[src/deq_pkg.sv]
// Shared types and constants for the double-ended queue.
// Transaction structs, operation and status codes, default capacity.
// No dependencies.
`timescale 1ns / 1ps
`default_nettype none

package deq_pkg;

  localparam int WORD_W           = 32;
  localparam int COUNT_W          = 11;
  localparam int OP_W             = 3;
  localparam int STATUS_W         = 2;
  localparam int DEFAULT_CAPACITY = 1024;

  localparam logic [WORD_W-1:0] MINUS_ONE = '1;

  localparam logic [OP_W-1:0] OP_REPORT     = 3'd0;
  localparam logic [OP_W-1:0] OP_PUSH_FRONT = 3'd1;
  localparam logic [OP_W-1:0] OP_PUSH_BACK  = 3'd2;
  localparam logic [OP_W-1:0] OP_POP_FRONT  = 3'd3;
  localparam logic [OP_W-1:0] OP_POP_BACK   = 3'd4;

  localparam logic [STATUS_W-1:0] ST_OK    = 2'd0;
  localparam logic [STATUS_W-1:0] ST_EMPTY = 2'd1;
  localparam logic [STATUS_W-1:0] ST_FULL  = 2'd2;

  typedef struct packed {
    logic [OP_W-1:0]          opcode;
    logic signed [WORD_W-1:0] push_value;
  } in_item_t;

  typedef struct packed {
    logic signed [WORD_W-1:0] popped_value;
    logic [STATUS_W-1:0]      status;
    logic [COUNT_W-1:0]       element_count;
    logic                     is_empty;
    logic signed [WORD_W-1:0] front_value;
    logic signed [WORD_W-1:0] back_value;
  } out_item_t;

endpackage

`default_nettype wire

[src/deq_ctrl.sv]
// Queue controller: head/tail/count, cached end words, RAM access sequencing.
// Depends on deq_pkg; drives the word RAM ports of the top level.
`timescale 1ns / 1ps
`default_nettype none

module deq_ctrl #(
  parameter int CAPACITY = deq_pkg::DEFAULT_CAPACITY
) (
  input  wire logic                        clk,
  input  wire logic                        rst_n,
  input  wire logic                        in_valid,
  input  wire deq_pkg::in_item_t           in_data,
  output logic                             in_stall,
  input  wire logic                        res_free,
  output logic                             res_valid,
  output deq_pkg::out_item_t               res_data,
  output logic                             ram_wr_en,
  output logic [$clog2(CAPACITY)-1:0]      ram_wr_addr,
  output logic [deq_pkg::WORD_W-1:0]       ram_wr_data,
  output logic                             ram_rd_en,
  output logic [$clog2(CAPACITY)-1:0]      ram_rd_addr,
  input  wire logic [deq_pkg::WORD_W-1:0]  ram_rd_data
);

  import deq_pkg::*;

  localparam int IDX_W = $clog2(CAPACITY);
  localparam int CNT_W = $clog2(CAPACITY + 1);
  localparam logic [IDX_W-1:0] LAST_IDX = IDX_W'(CAPACITY - 1);
  localparam logic [CNT_W-1:0] CAP_CNT  = CNT_W'(CAPACITY);
  localparam logic [CNT_W-1:0] ONE_CNT  = CNT_W'(1);

  localparam logic S_IDLE  = 1'b0;
  localparam logic S_FETCH = 1'b1;

  logic              state_r, state_nxt;
  logic [IDX_W-1:0]  head_r, head_nxt;
  logic [IDX_W-1:0]  tail_r, tail_nxt;
  logic [CNT_W-1:0]  count_r, count_nxt;
  logic [WORD_W-1:0] front_r, front_nxt;
  logic [WORD_W-1:0] back_r, back_nxt;
  out_item_t         pend_r, pend_nxt;
  logic              side_front_r, side_front_nxt;

  logic              accept;
  logic [WORD_W-1:0] popped;
  logic [STATUS_W-1:0] status;
  logic              fetch;
  logic              now_empty;
  out_item_t         res_new;

  function automatic logic [IDX_W-1:0] idx_inc(input logic [IDX_W-1:0] idx);
    return (idx == LAST_IDX) ? '0 : idx + IDX_W'(1);
  endfunction

  function automatic logic [IDX_W-1:0] idx_dec(input logic [IDX_W-1:0] idx);
    return (idx == '0) ? LAST_IDX : idx - IDX_W'(1);
  endfunction

  assign in_stall = (state_r != S_IDLE) || !res_free;
  assign accept   = in_valid && !in_stall;

  always_comb begin
    state_nxt      = state_r;
    head_nxt       = head_r;
    tail_nxt       = tail_r;
    count_nxt      = count_r;
    front_nxt      = front_r;
    back_nxt       = back_r;
    pend_nxt       = pend_r;
    side_front_nxt = side_front_r;
    popped         = '0;
    status         = ST_OK;
    fetch          = 1'b0;
    ram_wr_en      = 1'b0;
    ram_wr_addr    = head_r;
    ram_wr_data    = in_data.push_value;
    ram_rd_en      = 1'b0;
    ram_rd_addr    = head_r;
    res_valid      = 1'b0;

    if (state_r == S_IDLE) begin
      if (accept) begin
        case (in_data.opcode)
          OP_PUSH_FRONT, OP_PUSH_BACK: begin
            if (count_r == CAP_CNT) begin
              status = ST_FULL;
            end else begin
              ram_wr_en = 1'b1;
              count_nxt = count_r + ONE_CNT;
              if (in_data.opcode == OP_PUSH_FRONT) begin
                head_nxt    = idx_dec(head_r);
                ram_wr_addr = head_nxt;
                front_nxt   = in_data.push_value;
                if (count_r == '0) begin
                  back_nxt = in_data.push_value;
                end
              end else begin
                tail_nxt    = idx_inc(tail_r);
                ram_wr_addr = tail_nxt;
                back_nxt    = in_data.push_value;
                if (count_r == '0) begin
                  front_nxt = in_data.push_value;
                end
              end
            end
          end
          OP_POP_FRONT, OP_POP_BACK: begin
            if (count_r == '0) begin
              status = ST_EMPTY;
              popped = MINUS_ONE;
            end else begin
              count_nxt = count_r - ONE_CNT;
              // new end word must come from the RAM unless the queue drains
              fetch     = (count_r != ONE_CNT);
              ram_rd_en = fetch;
              side_front_nxt = (in_data.opcode == OP_POP_FRONT);
              if (in_data.opcode == OP_POP_FRONT) begin
                popped      = front_r;
                head_nxt    = idx_inc(head_r);
                ram_rd_addr = head_nxt;
              end else begin
                popped      = back_r;
                tail_nxt    = idx_dec(tail_r);
                ram_rd_addr = tail_nxt;
              end
            end
          end
          default: begin
          end
        endcase
      end
    end

    now_empty              = (count_nxt == '0);
    res_new.popped_value   = popped;
    res_new.status         = status;
    res_new.element_count  = COUNT_W'(count_nxt);
    res_new.is_empty       = now_empty;
    res_new.front_value    = now_empty ? MINUS_ONE : front_nxt;
    res_new.back_value     = now_empty ? MINUS_ONE : back_nxt;
    res_data               = res_new;

    if (state_r == S_IDLE) begin
      if (accept) begin
        if (fetch) begin
          pend_nxt  = res_new;
          state_nxt = S_FETCH;
        end else begin
          res_valid = 1'b1;
        end
      end
    end else begin
      res_data = pend_r;
      if (side_front_r) begin
        res_data.front_value = ram_rd_data;
      end else begin
        res_data.back_value = ram_rd_data;
      end
      if (res_free) begin
        res_valid = 1'b1;
        state_nxt = S_IDLE;
        if (side_front_r) begin
          front_nxt = ram_rd_data;
        end else begin
          back_nxt = ram_rd_data;
        end
      end
    end
  end

  always_ff @(posedge clk) begin
    if (!rst_n) begin
      state_r <= S_IDLE;
      head_r  <= '0;
      tail_r  <= LAST_IDX;
      count_r <= '0;
    end else begin
      state_r <= state_nxt;
      head_r  <= head_nxt;
      tail_r  <= tail_nxt;
      count_r <= count_nxt;
    end
  end

  always_ff @(posedge clk) begin
    front_r      <= front_nxt;
    back_r       <= back_nxt;
    pend_r       <= pend_nxt;
    side_front_r <= side_front_nxt;
  end

endmodule

`default_nettype wire

[config.mk]
export PLATFORM = sky130hd
export DESIGN_NAME = deq_ctrl
export DESIGN_NICKNAME = d
export VERILOG_FILES = /design/src/deq_pkg.sv /design/src/deq_ctrl.sv
export SDC_FILE = /design/constraint.sdc
export NUM_CORES = 1
export LEC_CHECK = 0
export ABC_AREA = 1
export BUFFER_PORTS_ARGS = -buffer_cell sky130_fd_sc_hd__buf_4
export CORE_ASPECT_RATIO = 0.75
export CORE_UTILIZATION = 50
export CTS_BUF_LIST = sky130_fd_sc_hd__clkbuf_16
export DETAILED_ROUTE_END_ITERATION = 16
export PLACE_DENSITY = 0.7
export SKIP_LAST_GASP = 1
export SLEW_MARGIN = 10
export SYNTH_ARGS = -nofsm -noshare
export SYNTH_HDL_FRONTEND = slang
export SYNTH_SLANG_ARGS = --single-unit
[constraint.sdc]
create_clock -name clk -period 5 [get_ports clk]
set_clock_uncertainty 0.15 [all_clocks]
set_input_delay 1 -clock clk [delete_from_list [all_inputs] [get_ports clk]]
set_output_delay 1 -clock clk [all_outputs]
set_load 0.03 [all_outputs]
Yosys cells after proc, flatten, opt, wreduce, memory -nomap -nowiden

Cells that the tools add are included.
W data, S select, Z words.

Register bits after elaboration: 207
Bits in latches: 0
RAM bits: 0
ROM bits: 0
Input bits: 71
Output and inout port bits: 166
Word-level logic and storage cells: 126
Memories: 0

Add/sub/neg operators: 6
$mul: 0
Div/mod/pow operators: 0
Order comparisons: 0
Equality and inequality tests: 14
Shift-type cells: 0
Muxes and demuxes: 76
Bitwise logic cells: 2
Reduce and logical (&&, ||, !) cells: 15

Operators by type and width:

| cell                    | number |
|---|---|
| $mux W32                | 26 |
| $mux W10                | 22 |
| $mux W110               | 1 |
| $mux W11                | 4 |
| $pmux W10 S2            | 2 |
| $logic_not A11 Y1       | 2 |
| $pmux W11 S2            | 1 |
| $add A10 B1 Y10 const B | 2 |
| $eq A10 B10 Y1 const B  | 2 |
| $logic_not A10 Y1       | 2 |
| $sub A10 B1 Y10 const B | 2 |
| $mux W1                 | 17 |
| $reduce_and A7 Y1       | 2 |
| $ne A2 B2 Y1 const B    | 6 |
| $add A11 B1 Y11 const B | 1 |
| $eq A11 B11 Y1 const B  | 1 |
| $ne A11 B1 Y1 const B   | 1 |
| $sub A11 B1 Y11 const B | 1 |
| $eq A3 B2 Y1 const B    | 2 |
| $mux W2                 | 2 |
| $pmux W2 S2             | 1 |
| $reduce_and A4 Y1       | 1 |
| $reduce_or A2 Y1        | 2 |
| $eq A3 B1 Y1 const B    | 1 |
| 7 further kinds         | 9 |

Depth between registers and ports, before layout

Depth in word-level cells: 10
Depth in mapped cells: 18
Mapped depth without buffers: 16

Worst setup path after synthesis

OpenSTA, ideal clock, no wires.

Path type: input port to flip-flop
From: in in_data[34] (netlist name)
To: reg pend_r[0] (netlist name) (enable)
Setup time: 0.463 ns
Arrival time: 3.789 ns
Setup slack: 0.597 ns
Stages on the path: 7
Cells stage by stage: inv_2 > nand3_2 > nand2_1 > nand2_2 > nor2_4 > nand2_1 > inv_1

Cells in the longest elaborated chain, start to end: 6
Elaborated cells between the ends (all ways): 7
Those cells by class: eq/ne (2); mux (3); reduce/logical (2)

RTL lines:

| element                                      | RTL line        | source |
|---|---|---|
| start, declared                              | deq_ctrl.sv:12  | `input wire deq_pkg::in_item_t in_data,` |
| $eq A3 B2 Y1 or $eq A3 B3 Y1 (tied branches) | deq_ctrl.sv:84  | `case (in_data.opcode)` |
| $reduce_or A2 Y1 *                           | deq_ctrl.sv:84  |  |
| $mux W1 *                                    | deq_ctrl.sv:84  |  |
| $mux W1 *                                    | deq_ctrl.sv:83  | `if (accept) begin` |
| $mux W1 *                                    | deq_ctrl.sv:82  | `if (state_r == S_IDLE) begin` |
| $reduce_and A3 Y1 (no line) *                | -               |  |
| end signal, assigned                         | deq_ctrl.sv:189 | `pend_r <= pend_nxt;` |
| end, declared                                | deq_ctrl.sv:42  | `out_item_t pend_r, pend_nxt;` |

Every way passes the cells marked *; elsewhere a longest branch is shown, timed or not.
A chain may end at the register's enable or synchronous reset.

==> flow_summary_export.csv <==
group,metric,value,unit
outcome,status,"completed",
critical_path,critical_path_class,"reg -> out",
timing,finalSetupTns,0,ns
timing,maxSlewHeadroom,0.207,
synth,synth_cell_types,39,
cells_and_area,layout-drive-gt1-share,0.201,
critical_path,slowest_delay,0.43,ns
routing,drt-wirelength-per-cell,17.2,µm
placed_design,dp_hpwl,25.9,mm
cts,holdBufCountCts,0,
power,fin_total_pwr,0.00604,W
cts,h-tree-depth,1,
critical_path,crit_end,"res_data[21]",
cts,cts-root-buf,"clkbuf_16",
cts,clkTransAtPathRegs,0.06,ns
timing,period_minus_slack,4.68,ns
floorplanning,dieArea,25200,µm²
timing,fin_ws,0.322,ns
routing,dr.pass1.iters,6,
power,p_seq_frac,0.360,
cells_and_area,fill_cells,2299,
critical_path,critPathLaunchType,"flop",
critical_path,crit_start,"count_r[0]",
worst_hold_path,min-delay-start,"head_r[1]",
power,switching_share,0.388,
timing,worstMarginPinSlew,1.19,ns
critical_path,critPathArrivalTime,3.53,ns
synth,syn_nets,1752,
placed_design,dp_cells,2127,
synth,yosysTopAreaCell,"edfxtp_1",
cells_and_area,num_antenna_cells,0,
power,intPower,0.00370,W
critical_path,rr_worst_depth,11,
power,pwr-share-clk,0.263,
critical_path,cp_cell_sequence,"inv_1 > ha_1 > nand2_1 > nor2_4 > nand2_4 > buf_6 > nand4_1 > nand3_1 > nand2_1 > nand2_1 > nor2_1 > nand4_1 > buf_6 > nand2_1 > nand2_1 > nand2_1 > buf_4",
cells_and_area,layout.nets,1907,
synth,synth_warnings,0,
critical_path,r2r-end,"pend_r[10]",
placed_design,gp_congestion,0.923,
routing,viasPerCell,5.44,
critical_path,crit_required,3.85,ns
cts,numCtsBuffers,23,
routing,wirelength,37.4,mm
floorplanning,chipWidth,183,µm
routing,drtIter0Drc,1116,
cts,cts_tree,"built",
synth,postSynthCellCount,1673,
power,powerDensity,410,nW/µm²
power,p_comb_frac,0.377,
global_routing,antenna_found_initial,0,
synth,syn_area,12300,µm²
cts,cts.sinks,207,
floorplanning,std_cell_rows,49,
critical_path,crit-reg2reg-launch,"count_r[0]",
placed_design,dpl_worst_slack,0.395,ns
routing,vias,11800,
floorplanning,dieHeight,138,µm
critical_path,cp_max_fo,31,
critical_path,cpMaxStageDelayCell,"dfxtp_1",
timing,hold_viol,0,
floorplanning,boundaryPins,237,
critical_path,path_common_cell,"nand2_1",
cells_and_area,areaGrowthSynthToFinish,20.1,%
synth,ys_ff_latch,207,
timing,rsz0062_at_grt,"false",
synth,synth_enable_flop_cells,111,
cells_and_area,fin_area,14700,µm²
timing,drv_slew,0,
flow_run,drv_cap,0,
worst_hold_path,worstHoldPathType,"reg -> reg",
synth,ys_top_cells_by_area,"edfxtp_1 27%, dfxtp_1 16%, nand2_1 13%",
power,leakagePower,6.92,nW
timing,setup_viol,0,
placed_design,port_buffers,236,
critical_path,reg2reg_slack,1.64,ns
critical_path,critPathCaptureType,"output pin",
cts,ctsLongestPathBuffers,3,
placed_design,placed_area,14000,µm²
synth,synthArstFlopShare,0,
worst_hold_path,hold_depth,2,
floorplanning,initial_core_util,0.511,
synth,yosys_most_used_dff,"edfxtp_1",
timing,fmax,214,MHz
cells_and_area,final-instance-count-excl-fill,2175,
synth,ys_seq_area_frac,0.428,
power,p_sw,0.00234,W
global_routing,grt_pass1_vias,10700,
global_routing,grt_pass1_wl,57.7,mm
synth,syn_area_per_cell,7.34,µm²
cts,clock_latency,0.50,ns
global_routing,grt_usage,0.290,
global_routing,grt.overflow.total,0,
timing,min_period_over_period,0.936,
global_routing,grt_max_degree,106,
routing,drc,0,
routing,antenna_left,0,
synth,synth.top_cell.area_share,0.272,
power,ir_drop,0.000294,V
floorplanning,core_area,24000,µm²
[per-stage QoR]
step           hold slack, ns  utilization
2_1_floorplan           0.312            -
3_3_place_gp            0.340        0.582
3_5_place_dp            0.339        0.582
4_1_cts                 0.347        0.610
5_1_grt                 0.390        0.614
6_report                0.345        0.614
[placed cells by master (no fill, tap or decap), types with 2 or more instances in the layout]
cell       Yosys  routed
nand2_1      433     433
o21ai_0      296     296
buf_4         33     260
inv_1        131     135
a21oi_1      126     126
edfxtp_1     111     111
dfxtp_1       96      95
nor2_1        95      93
nand3_1       53      53
nand2_2       42      42
mux2i_1       32      32
clkbuf_16      0      23
nand4_1       19      19
o211ai_1      15      15
xor2_1        14      14
inv_2         11      11
nor3_1         9       9
clkinv_1       3       9
o22ai_1        8       8
ha_1           8       8
nor2_2         6       6
nor2_4         3       5
nand3_2        4       4
o21ai_1        4       4
o221ai_1       4       4
clkinv_2       0       3
buf_6          8       3
buf_12         0       3
inv_4          0       2
o21ai_4        0       2
a211oi_1       2       2
or2_2          2       2
[critical path, delay by kind of cell (launching register included)]
family        cells  cell delay [ns]
fa+ha+maj         1             0.23
buf+inv           4             0.97
flops             1             0.43
simple gates     12             1.33
[state kept, by name, summed over array words and instances, names as in the netlist]
register and count:
pend_r 110, back_r 32, front_r 32, count_r 11, head_r 10, tail_r 10, side_front_r 1, state_r 1
[synth_stat cells, types with 2 or more instances]
library cell	n
nand2_2	42
nor2_2	6
o21ai_0	296
o22ai_1	8
o21ai_2	2
nor3_1	9
clkbuf_1	70
edfxtp_1	111
buf_2	11
inv_1	131
buf_4	33
nand4_1	19
a21oi_1	126
o21ai_1	4
nor2_4	3
mux2i_1	32
nand3_1	53
dfxtp_1	96
nand3_2	4
clkinv_1	3
ha_1	8
nor2_1	95
nand2_1	433
buf_1	14
or2_2	2
buf_6	8
inv_2	11
xor2_1	14
a211oi_1	2
o211ai_1	15
o221ai_1	4
[cell families after synthesis]
| logic type | after synthesis | synth area share |
|---|---|---|
| multiplexers | 32 | 0.0261 |
| buffers and inverters | 281 | 0.102 |
| adder cells (fa/ha/maj) | 8 | 0.00815 |
| AND/OR/NAND/NOR | 670 | 0.231 |
| flip-flops | 207 | 0.428 |
| AO/OA/AOI/OAI | 460 | 0.194 |
| XOR/XNOR | 15 | 0.0107 |
[cell type report]
| class | instances | area [µm²] | share of cell area |
|---|---|---|---|
| Clock inverter | 18 | 108 | 0.00730 |
| Clock buffer | 23 | 576 | 0.0390 |
| Sequential cell | 207 | 5260 | 0.356 |
| Tap cell | 331 | 414 | 0.0281 |
| Inverter | 145 | 549 | 0.0372 |
| Multi-Input combinational cell | 1185 | 5800 | 0.393 |
| Timing Repair Buffer | 266 | 2050 | 0.139 |
[layer usage]
| metal | global-route usage | wire [µm] | share of wire |
|---|---|---|---|
| met1 | 0.420 | 17500 | 0.47 |
| met2 | 0.443 | 16100 | 0.43 |
| met3 | 0.0552 | 2820 | 0.075 |
| met4 | 0.0764 | 967 | 0.026 |
| met5 | 0 | 0 | 0 |
[power groups by stage]
| stage | registers [W] | clock network (W) | logic [W] |
|---|---|---|---|
| 5_1_grt | 0.00220 | 0.00168 | 0.00250 |
| 6_report | 0.00217 | 0.00159 | 0.00228 |
| 4_1_cts | 0.00217 | 0.00161 | 0.00226 |
| 3_5_place_dp | 0.00221 | 0 | 0.00225 |
| 2_1_floorplan | 0.00218 | 0 | 0.00155 |
| 3_3_place_gp | 0.00220 | 0 | 0.00223 |
[how the worst min path moves through the flow]
stage | to | slack (ns)
final | head_r[1] | 0.34
after global placement | head_r[1] | 0.34
after floorplan | head_r[1] | 0.31
after CTS | head_r[1] | 0.35
after detailed placement | head_r[1] | 0.34
after global routing | head_r[1] | 0.39
[what timing repair did]
action	in CTS	in global routing
resized for setup	0	3
buffers inserted	0	7
endpoints found under the setup margin	0	61
No activity file was read; power rests on OpenSTA's default activity.
